[config.mk]
export PLATFORM = sky130hd
export DESIGN_NAME = csvg_stage
export DESIGN_NICKNAME = d
export VERILOG_FILES = /design/src/rtl/core/csvg_pkg.sv /design/src/rtl/core/csvg_stage.sv
export SDC_FILE = /design/constraint.sdc
export NUM_CORES = 1
export LEC_CHECK = 0
export BUFFER_PORTS_ARGS = -buffer_cell sky130_fd_sc_hd__buf_2
export CORE_AREA = 2 2 489 491
export CTS_CLUSTER_DIAMETER = 120
export CTS_CLUSTER_SIZE = 10
export DETAILED_ROUTE_END_ITERATION = 7
export DIE_AREA = 0 0 491 493
export SYNTH_ARGS = -nofsm -noshare
export SYNTH_HDL_FRONTEND = slang
export SYNTH_SLANG_ARGS = --single-unit
[constraint.sdc]
create_clock -name clk -period 27.5 [get_ports clk]
set_clock_uncertainty 0.1 [all_clocks]
set_input_delay 5.5 -clock clk [delete_from_list [all_inputs] [get_ports clk]]
set_output_delay 5.5 -clock clk [all_outputs]
set_load 0.005 [all_outputs]
[src/rtl/core/csvg_pkg.sv]
`default_nettype none
package csvg_pkg;

	localparam int LOD_W   = 9;
	localparam int RAD_W   = 20;
	localparam int CFG_W   = 20;
	localparam int POS_W   = 22;
	localparam int IDX_W   = 19;
	localparam int MAG_W   = 9;
	localparam int S_W     = 20;
	localparam int Q_W     = 26;
	localparam int SQR_W   = 29;
	localparam int PROD_W  = 29;
	localparam int NUM_W   = 46;
	localparam int QUO_W   = 21;
	localparam int DREM_W  = 26;
	localparam int GRID_DEF = 256;
	localparam int LOD_MAX  = 511;

	localparam logic [LOD_W-1:0] LOD_MIN = 9'd2;
	localparam logic [LOD_W-1:0] LOD_RST = 9'd16;
	localparam logic [RAD_W-1:0] RAD_RST = 20'd196608;
	localparam logic [QUO_W-1:0] POS_LIMIT = 21'd1048576;
	localparam logic [2:0] FACE_LAST = 3'd5;

	// square root of S * 2^32, two radicand bits per iteration
	localparam int SQ_ITERS  = 26;
	localparam int SQ_PER    = 3;
	localparam int SQ_STAGES = (SQ_ITERS + SQ_PER - 1) / SQ_PER;
	// quotient stays below 2^21, one bit per iteration
	localparam int DV_ITERS  = 21;
	localparam int DV_PER    = 3;
	localparam int DV_STAGES = (DV_ITERS + DV_PER - 1) / DV_PER;
	localparam int NSTG      = SQ_STAGES + DV_STAGES + 4;

	typedef enum logic {REG_LOD = 1'b0, REG_RADIUS = 1'b1} reg_idx_t;

	typedef enum logic [2:0] {K_IN, K_MUL, K_SQRT, K_DINIT, K_DIV, K_OUT} stage_kind_t;

	// which of d, u, v feeds a component
	typedef enum logic [1:0] {SRC_D, SRC_U, SRC_V} src_t;

	// w = d*F + u*A + v*B, worked out per face; faces 6 and 7 are off-table
	localparam src_t FACE_SRC [8][3] = '{
		'{SRC_V, SRC_U, SRC_D},
		'{SRC_D, SRC_V, SRC_U},
		'{SRC_D, SRC_V, SRC_U},
		'{SRC_U, SRC_D, SRC_V},
		'{SRC_U, SRC_D, SRC_V},
		'{SRC_V, SRC_U, SRC_D},
		'{SRC_D, SRC_D, SRC_D},
		'{SRC_D, SRC_D, SRC_D}
	};
	localparam logic FACE_NEG [8][3] = '{
		'{1'b1, 1'b1, 1'b1},
		'{1'b1, 1'b1, 1'b1},
		'{1'b0, 1'b1, 1'b0},
		'{1'b0, 1'b0, 1'b1},
		'{1'b1, 1'b1, 1'b1},
		'{1'b1, 1'b0, 1'b0},
		'{1'b0, 1'b0, 1'b0},
		'{1'b0, 1'b0, 1'b0}
	};

	typedef struct packed {
		logic [2:0]                   face;
		logic [7:0]                   row;
		logic [7:0]                   col;
		logic [LOD_W-1:0]             lod;
		logic [2*LOD_W-1:0]           ll;
		logic [LOD_W+7:0]             rowl;
		logic                         bad;
		logic                         quad;
		logic [2:0]                   neg;
		logic [2:0][MAG_W-1:0]        mag;
		logic [IDX_W-1:0]             idx;
		logic [S_W-1:0]               s;
		logic [2:0][PROD_W-1:0]       prod;
		logic [Q_W-1:0]               root;
		logic [SQR_W-1:0]             sqrem;
		logic [2:0][DREM_W-1:0]       drem;
		logic [2:0][QUO_W-1:0]        nlo;
		logic [2:0][QUO_W-1:0]        quo;
		logic [2:0][POS_W-1:0]        pos;
		logic [IDX_W-1:0]             below;
		logic [IDX_W-1:0]             diag;
		logic [IDX_W-1:0]             right;
	} pay_t;

endpackage
`default_nettype wire

[src/rtl/core/csvg_stage.sv]
`default_nettype none
module csvg_stage import csvg_pkg::*; #(
	parameter stage_kind_t KIND = K_IN,
	parameter int BASE = 0,
	parameter int MAX_GRID = GRID_DEF
) (
	input  wire logic             clk,
	input  wire logic             arst_n,
	input  wire logic [LOD_W-1:0] lod,
	input  wire logic [RAD_W-1:0] radius,
	input  wire logic             in_valid,
	input  wire pay_t             in_pay,
	output logic                  in_ready,
	output logic                  out_valid,
	output pay_t                  out_pay,
	input  wire logic             out_adv
);

	localparam logic [LOD_W-1:0] GRID_CAP =
		LOD_W'((MAX_GRID > LOD_MAX) ? LOD_MAX : MAX_GRID);

	logic                      valid_q;
	pay_t                      pay_q;
	pay_t                      nxt;
	logic [LOD_W-1:0]          l_eff;
	logic [LOD_W-1:0]          d;
	logic signed [LOD_W:0]     u_s;
	logic signed [LOD_W:0]     v_s;
	logic [MAG_W-1:0]          umag;
	logic [MAG_W-1:0]          vmag;
	logic [2:0]                fi;
	logic                      sn;
	logic [20:0]               idx_w;
	logic [NUM_W-1:0]          num;
	logic [S_W+31:0]           rad_sh;
	logic [SQR_W-1:0]          trial;
	logic [DREM_W:0]           r;
	logic [QUO_W-1:0]          nsh;

	always_comb begin
		nxt    = in_pay;
		l_eff  = in_pay.lod;
		d      = '0;
		u_s    = '0;
		v_s    = '0;
		umag   = '0;
		vmag   = '0;
		fi     = '0;
		sn     = 1'b0;
		idx_w  = '0;
		num    = '0;
		rad_sh = '0;
		trial  = '0;
		r      = '0;
		nsh    = '0;
		unique case (KIND)
			K_IN: begin
				if (lod < LOD_MIN) begin
					l_eff = LOD_MIN;
				end else if (lod > GRID_CAP) begin
					l_eff = GRID_CAP;
				end else begin
					l_eff = lod;
				end
				d    = l_eff - 1'b1;
				u_s  = signed'({1'b0, in_pay.row, 1'b0}) - signed'({1'b0, d});
				v_s  = signed'({1'b0, in_pay.col, 1'b0}) - signed'({1'b0, d});
				umag = u_s[LOD_W] ? MAG_W'(-u_s) : u_s[MAG_W-1:0];
				vmag = v_s[LOD_W] ? MAG_W'(-v_s) : v_s[MAG_W-1:0];
				fi   = (in_pay.face > FACE_LAST) ? 3'd0 : in_pay.face;
				for (int c = 0; c < 3; c++) begin
					unique case (FACE_SRC[fi][c])
						SRC_D: begin nxt.mag[c] = d;    sn = 1'b0;       end
						SRC_U: begin nxt.mag[c] = umag; sn = u_s[LOD_W]; end
						SRC_V: begin nxt.mag[c] = vmag; sn = v_s[LOD_W]; end
						default: begin nxt.mag[c] = '0; sn = 1'b0; end
					endcase
					nxt.neg[c] = FACE_NEG[fi][c] ^ sn;
				end
				nxt.lod  = l_eff;
				nxt.ll   = l_eff * l_eff;
				nxt.rowl = in_pay.row * l_eff;
				nxt.bad  = (in_pay.face > FACE_LAST) || ({1'b0, in_pay.row} >= l_eff)
					|| ({1'b0, in_pay.col} >= l_eff);
				nxt.quad = !nxt.bad && ({1'b0, in_pay.row} < d) && ({1'b0, in_pay.col} < d);
			end
			K_MUL: begin
				idx_w = 21'(in_pay.face) * 21'(in_pay.ll) + 21'(in_pay.rowl)
					+ 21'(in_pay.col);
				nxt.idx = idx_w[IDX_W-1:0];
				nxt.s = S_W'(in_pay.mag[0]) * S_W'(in_pay.mag[0])
					+ S_W'(in_pay.mag[1]) * S_W'(in_pay.mag[1])
					+ S_W'(in_pay.mag[2]) * S_W'(in_pay.mag[2]);
				for (int c = 0; c < 3; c++) begin
					nxt.prod[c] = PROD_W'(radius) * PROD_W'(in_pay.mag[c]);
				end
				nxt.root  = '0;
				nxt.sqrem = '0;
			end
			K_SQRT: begin
				for (int i = 0; i < SQ_PER; i++) begin
					if (BASE + i < SQ_ITERS) begin
						rad_sh    = {in_pay.s, 32'b0} << (2 * (BASE + i));
						nxt.sqrem = {nxt.sqrem[SQR_W-3:0], rad_sh[S_W+31 -: 2]};
						trial     = {1'b0, nxt.root, 2'b01};
						if (nxt.sqrem >= trial) begin
							nxt.sqrem = nxt.sqrem - trial;
							nxt.root  = {nxt.root[Q_W-2:0], 1'b1};
						end else begin
							nxt.root  = {nxt.root[Q_W-2:0], 1'b0};
						end
					end
				end
			end
			K_DINIT: begin
				for (int c = 0; c < 3; c++) begin
					num = {1'b0, in_pay.prod[c], 16'b0} + NUM_W'(in_pay.root >> 1);
					nxt.drem[c] = DREM_W'(num[NUM_W-1:QUO_W]);
					nxt.nlo[c]  = num[QUO_W-1:0];
					nxt.quo[c]  = '0;
				end
			end
			K_DIV: begin
				for (int c = 0; c < 3; c++) begin
					for (int i = 0; i < DV_PER; i++) begin
						if (BASE + i < DV_ITERS) begin
							nsh = in_pay.nlo[c] << (BASE + i);
							r   = {nxt.drem[c], nsh[QUO_W-1]};
							if (r >= {1'b0, in_pay.root}) begin
								r = r - {1'b0, in_pay.root};
								nxt.quo[c] = {nxt.quo[c][QUO_W-2:0], 1'b1};
							end else begin
								nxt.quo[c] = {nxt.quo[c][QUO_W-2:0], 1'b0};
							end
							nxt.drem[c] = r[DREM_W-1:0];
						end
					end
				end
			end
			K_OUT: begin
				for (int c = 0; c < 3; c++) begin
					nsh = (in_pay.quo[c] > POS_LIMIT) ? POS_LIMIT : in_pay.quo[c];
					if (in_pay.bad) begin
						nxt.pos[c] = '0;
					end else if (in_pay.neg[c]) begin
						nxt.pos[c] = -{1'b0, nsh};
					end else begin
						nxt.pos[c] = {1'b0, nsh};
					end
				end
				nxt.idx   = in_pay.bad ? '0 : in_pay.idx;
				nxt.below = in_pay.quad ? in_pay.idx + IDX_W'(in_pay.lod) : '0;
				nxt.diag  = in_pay.quad ? in_pay.idx + IDX_W'(in_pay.lod) + 1'b1 : '0;
				nxt.right = in_pay.quad ? in_pay.idx + 1'b1 : '0;
			end
			default: nxt = in_pay;
		endcase
	end

	assign in_ready  = !valid_q || out_adv;
	assign out_valid = valid_q;
	assign out_pay   = pay_q;

	always_ff @(posedge clk or negedge arst_n) begin
		if (!arst_n) begin
			valid_q <= 1'b0;
		end else if (in_ready) begin
			valid_q <= in_valid;
		end
	end

	always_ff @(posedge clk) begin
		if (in_valid && in_ready) begin
			pay_q <= nxt;
		end
	end

endmodule
`default_nettype wire

==> key figures, run 1 <==
Clock network
  – Post-cts sizing count: 0
  – Clock Sinks: 602
  – CTS Buffer Depth: 3
  – CTS Buf Count: 76
  – Clk Tree Root Cell: clkbuf_16
  – Setup Buffers After CTS: 0
  – Hold buffers post-CTS: 0
  – Worst skew pair latency: 0.70 ns
  – Clk slew on worst S/H paths: 0.06 ns
  – Htree depth: 3
  – CTS tree: done

Critical path
  – Reg2reg end: out_pay[304]$_DFFE_PP_
  – Worst-path maximum fanout: 11
  – Worst Setup Start Kind: primary input
  – Reg2Reg Setup Slack: 21.70 ns
  – R2R Path Start: out_valid$_DFFE_PN0N_
  – Critical path type: in2reg
  – CP Data Arrival Time: 11.85 ns
  – Data required, critical path: 27.81 ns
  – Worst r2r path cells: 7
  – Endpoint class of the critical path: flip-flop

Route
  – Initial DRC count: 1,677
  – DRC violations left: 0
  – TritonRoute pass-1 iters: 7
  – Via count: 19,241
  – Wire length per cell: 28.29 um
  – WL final: 168,200 um
  – Via density: 3.237
  – Post-DRT Antenna Nets: 0

Finish
  – Fraction of layout cells with a size suffix above 1: 46.79%
  – Area Overhead vs Synth: 47.24%
  – Post-route design area: 0.03733 mm2
  – Final Non-Filler Cells: 5,945
  – Nets: 3,577
  – Multi-input logic area: 0.006519 mm2
  – Fill count: 26,337
  – Register area: 0.01807 mm2

Floorplanning
  – I/O pin count: 1,241
  – Core area: 0.2370 mm2
  – DIE AREA: 0.2421 mm2
  – Cell Rows: 179
  – Die Y: 493 um
  – Horiz. Die Dim: 491 um
  – Initial Util: 10.70%

Global routing
  – Global-route wire length before repair: 206,800 um
  – Largest net degree at the start of global routing: 87
  – Initial antenna violation count: 152
  – Busiest metal layer after global routing: met2
  – M1 GR Usage: 13.23%
  – Total gr overflow: 0
  – Vias in the first global route: 18,717
  – All-Layer GR Usage: 13.32%
  – Met3 Usage GRT: 4.440%
  – M2 GR Usage: 25.79%

Logic synthesis
  – Mean Syn Cell Area: 16.74 um2
  – Synth top area cells: edfxtp_1 71%, ha_1 6.6%, fa_1 6.1%
  – Share of the synthesized area in the top cell type: 71.17%
  – Sequential-to-total area share from yosys stat: 71.27%
  – Synthesis-stage register bit count: 602
  – Share of flip-flops with an asynchronous set or reset: 0.1661%
  – Post-synthesis instance total: 1,515
  – Main flop type after synthesis: edfxtp_1
  – Post-synth top cells: 601 x edfxtp_1, 171 x inv_1, 133 x ha_1
  – EDFF count, synth: 601
  – Most common cell in the netlist: edfxtp_1
  – Post-synthesis cell area: 0.02536 mm2
  – Synthesis warning total: 0
  – Synth unique cells: 79
  – Largest area contributor in the netlist: edfxtp_1

Power
  – Leak: 15.19 nW
  – Pwr per Cell Area: 66.88 mW/mm2
  – Peak VDD IR: 0.04953 mV

Timing
  – Relative slew margins: 27.12%
  – Fin. Hold Viols: 0
  – Crit share post-route: 41.98%
  – Pins Over Slew Limit: 0
  – Setup Viol. Count Final: 0
  – RSZ-0062 raised after global routing: no
  – Max Fclk: 86.63 MHz
  – Worst hold slack: 0.4754 ns
  – Post-route minimum period: 11.54 ns
  – Tightest Pin Transition: 1.091 ns
  – Setup TNS Final: 0 ns

Placement
  – Dpl cells: 5,820
  – DP Area: 0.03506 mm2
  – DP HPWL: 143,000 um
  – PortBufs: 1,143
  – GPL Wtd Cong: 1.002

Worst hold path
  – Hold Startpoint: out_valid$_DFFE_PN0N_
  – Hold Path Depth: 2
  – Hold Path Class: reg2reg
  – Hold Path Sink: out_valid$_DFFE_PN0N_

Status
  – Status: finished clean

Job
  – Max-cap violations: 0
[per-layer routing]
layer | routed length (um) | share of wire [%]
met4 | 6080 | 3.6
met1 | 54450 | 32
met2 | 92420 | 55
met5 | 226 | 0.13
met3 | 14980 | 8.9
[placed cells by master, fill, tap and decap left out, types with 11 or more instances in the layout]
cell       instances
clkbuf_1          11
nor2b_1           14
fa_1              77
and2_1            45
nand2b_1          15
inv_1            171
xnor2_1           38
o21ai_0           21
xor2_1            12
buf_4             18
conb_1            11
ha_1             133
nor2_1            82
edfxtp_1         601
a21oi_1           35
nand2_1           56
diode_2           19
buf_2           1143
a21o_1            11
clkbuf_16         77
a222oi_1          14
nor3_1            13
[logic make-up after synthesis]
group | count (synthesis) | synth area share (%)
DFF | 602 | 71.27
and+or+nand+nor | 267 | 5.467
adders and majority gates | 215 | 12.84
buffers and inverters | 206 | 3.183
AOI/OAI and AO/OA | 156 | 4.624
xor gates and xnor gates | 57 | 2.176
muxes | 10 | 0.4046
other | 2 | 0.02962
[power by group]
part | internal (W) | leakage [nW] | switching (W)
Clock | 0.000520 | 1.07 | 0.000434
Combinational | 0.000155 | 8.38 | 0.000269
Sequential | 0.00109 | 5.74 | 0.0000252
[state kept, by name, indices dropped and copies added, names as in the netlist]
name       flops
out_valid      1
out_pay      601
[area by class of cell]
class                      instances  share of cell area [%]
sequential                       602                   48.41
clock inverter                    18                  0.6870
multi-input combinational        716                   17.46
inverter                         174                   1.749
tap                             3167                   10.61
timing repair buffer            1161                   15.68
antenna                           19                  0.1273
clock buffer                      88                   5.272
[critical path, cell delays in order]
cell and delay, ns:
buf_2 0.17, nor4_4 0.57, a21oi_1 0.17, inv_1 0.44, ha_1 0.37, xor2_1 0.45, inv_1 0.29, ha_1 0.55
nand2_1 0.12, a211oi_1 0.36, o211a_1 0.27, nor4b_2 0.08, a2111oi_4 0.50, a21oi_1 0.16, o21bai_1 0.86, nor2_1 0.19
xnor2_2 0.23, a222oi_1 0.38, nor2_1 0.15
[stage by stage]
stage	setup slack, ns	total power [W]	utilization [%]
finish	15.96	0.002497	15.76
global route	15.57	0.002610	15.74
CTS	15.95	0.002555	15.74
detailed placement	15.35	0.001567	14.80
global placement	15.51	0.001565	14.80
floorplan	7.112	0.001352	-
[how the worst max path moves through the flow]
stage            start                     end  depth (start not counted)
6_report        lod[5]  out_pay[530]$_DFFE_PP_                         19
5_1_grt         lod[5]  out_pay[531]$_DFFE_PP_                         19
4_1_cts        out_adv                in_ready                          3
3_5_place_dp    lod[5]  out_pay[530]$_DFFE_PP_                         19
3_3_place_gp    lod[5]  out_pay[530]$_DFFE_PP_                         19
2_1_floorplan  out_adv    out_pay[0]$_DFFE_PP_                          2
Power figures use the tool's default switching activity.
==> inputs of run 2 (changes only) <==
Settings changed: CORE_AREA 2 2 489 491 to 2 2 490 492, DIE_AREA 0 0 491 493 to 0 0 492 494.
Clock period 27.5 ns to 12 ns, I/O delays scaled along.
==> run 2 against run 1 <==
  * The run now ends with DRC left
  * Setup slack worse by 12 ns
  * Wire length up 0.15%
  * Sequential cell count unchanged
  * Total power up 130%
  * Clock power up 130%
  * Via count down 1.4%
  * Critical path type unchanged
  * Largest cell class unchanged
  * Highest routed layer unchanged
==> key figures, run 2 (synthesized netlist as in run 1, its figures left out) <==
Status
  – Status: finished with violations
  – Failing checks: DRC

Floorplanning
  – Core area: 0.2374 mm2
  – Initial Util: 10.68%
  – Die Y: 494 um
  – DIE AREA: 0.2430 mm2
  – Horiz. Die Dim: 492 um
  – I/O pin count: 1,241
  – Cell Rows: 179

Clock network
  – CTS Buffer Depth: 3
  – Worst skew pair latency: 0.72 ns
  – Clk Tree Root Cell: clkbuf_16
  – Htree depth: 3
  – Clock Sinks: 602
  – Clk slew on worst S/H paths: 0.06 ns
  – Setup Buffers After CTS: 0
  – CTS Buf Count: 75
  – Hold buffers post-CTS: 0
  – Post-cts sizing count: 0
  – CTS tree: done

Timing
  – Setup Viol. Count Final: 0
  – Tightest Pin Transition: 1.149 ns
  – Crit share post-route: 70.76%
  – Setup TNS Final: 0 ns
  – Pins Over Slew Limit: 0
  – Relative slew margins: 23.25%
  – RSZ-0062 raised after global routing: no
  – Post-route minimum period: 8.491 ns
  – Fin. Hold Viols: 0
  – Max Fclk: 117.8 MHz

Finish
  – Final Non-Filler Cells: 5,954
  – Most common cell after layout, fill and taps aside: buf_2
  – Most frequent cells in the layout: 1,143 x buf_2, 601 x edfxtp_1, 171 x inv_1
  – Area Overhead vs Synth: 47.32%
  – Fill count: 26,409
  – Max FFs per register: 601
  – Nets: 3,574
  – Post-route design area: 0.03735 mm2
  – Fraction of layout cells with a size suffix above 1: 46.72%

Route
  – Initial DRC count: 1,699
  – Post-DRT Antenna Nets: 0
  – Wire length per cell: 28.28 um
  – TritonRoute pass-1 iters: 8
  – DRC violations left: 19
  – Via count: 18,978
  – Via density: 3.187
  – WL final: 168,400 um

Critical path
  – Endpoint class of the critical path: flip-flop
  – Worst Setup Start Kind: primary input
  – Critical path type: in2reg
  – Reg2reg end: out_pay[106]$_DFFE_PP_
  – CP Data Arrival Time: 8.81 ns
  – Worst r2r path cells: 4
  – Reg2Reg Setup Slack: 8.68 ns
  – Data required, critical path: 12.32 ns
  – Worst-path maximum fanout: 14
  – R2R Path Start: out_valid$_DFFE_PN0N_

Global routing
  – Vias in the first global route: 18,861
  – Initial antenna violation count: 161
  – All-Layer GR Usage: 13.30%
  – Largest net degree at the start of global routing: 154
  – Total gr overflow: 0
  – Global-route wire length before repair: 206,800 um

Power
  – Peak VDD IR: 0.1145 mV
  – Total chip power: 0.005669 W
  – Leak: 15.17 nW
  – Pwr per Cell Area: 151.8 mW/mm2

Job
  – Max-cap violations: 0

Placement
  – GPL Wtd Cong: 0.9583
  – DP Area: 0.03510 mm2
  – PortBufs: 1,143
  – DP HPWL: 144,000 um
  – Dpl cells: 5,818

Worst hold path
  – Hold Path Depth: 2
  – Hold Startpoint: out_valid$_DFFE_PN0N_
  – Hold Path Sink: out_valid$_DFFE_PN0N_
  – Hold Path Class: reg2reg
==> run 2: worst max-delay path by stage <==
stage	start	endpoint	depth (start not counted)
after floorplan	out_adv	out_pay[0]$_DFFE_PP_	2
after global placement	lod[8]	out_pay[573]$_DFFE_PP_	26
after detailed placement	lod[2]	out_pay[530]$_DFFE_PP_	21
after CTS	lod[2]	out_pay[510]$_DFFE_PP_	21
after global routing	lod[2]	out_pay[512]$_DFFE_PP_	21
final	lod[2]	out_pay[530]$_DFFE_PP_	21
==> run 2: layout make-up <==
| type | instances | area (um2) | share of cell area [%] |
|---|---|---|---|
| Sequential cell | 602 | 18070 | 48.38 |
| Multi-Input combinational cell | 716 | 6526 | 17.47 |
| Timing Repair Buffer | 1159 | 5891 | 15.77 |
| Tap cell | 3167 | 3963 | 10.61 |
| Clock buffer | 85 | 1914 | 5.125 |
| Inverter | 174 | 653.1 | 1.748 |
| Clock inverter | 19 | 255.2 | 0.6833 |
| Antenna cell | 32 | 80.08 | 0.2144 |
==> run 2: power breakdown <==
part           internal [W]  switching (W)  leakage, nW
Sequential          0.00250      0.0000541         5.74
Clock               0.00115       0.000999         1.04
Combinational      0.000356       0.000608         8.39
==> run 2: stage by stage <==
step / hold WS (ns) / utilization (%) / setup WS, ns
floorplan: 0.4368 / - / 1.550
finish: 0.5123 / 15.73 / 3.509
CTS: 0.5204 / 15.70 / 3.595
global route: 0.5378 / 15.71 / 3.156
detailed placement: 0.5029 / 14.79 / 2.832
global placement: 0.4757 / 14.79 / 2.953
==> run 2: worst max-delay path, stage by stage <==
cell	delay (ns)
buf_2	0.18
nor4_4	0.56
a21oi_1	0.16
nor2_2	0.11
buf_4	0.30
inv_1	0.17
ha_1	0.31
xor2_1	0.46
inv_1	0.28
ha_1	0.52
nand2_1	0.11
a211oi_1	0.40
o211a_1	0.28
nor4b_2	0.08
a2111oi_4	0.53
a21oi_1	0.13
o21bai_1	0.90
nor2_1	0.20
xnor2_2	0.21
a222oi_1	0.36
nor2_1	0.14
==> run 2: layer usage <==
metal / global-route usage (%) / up-vias / wire, um
met1: 12.40 / 9578 / 53240
li1: - / 7934 / -
met5: 0 / - / 257
met3: 4.752 / 338 / 14310
met4: 4.890 / 40 / 6642
met2: 26.14 / 1088 / 93960
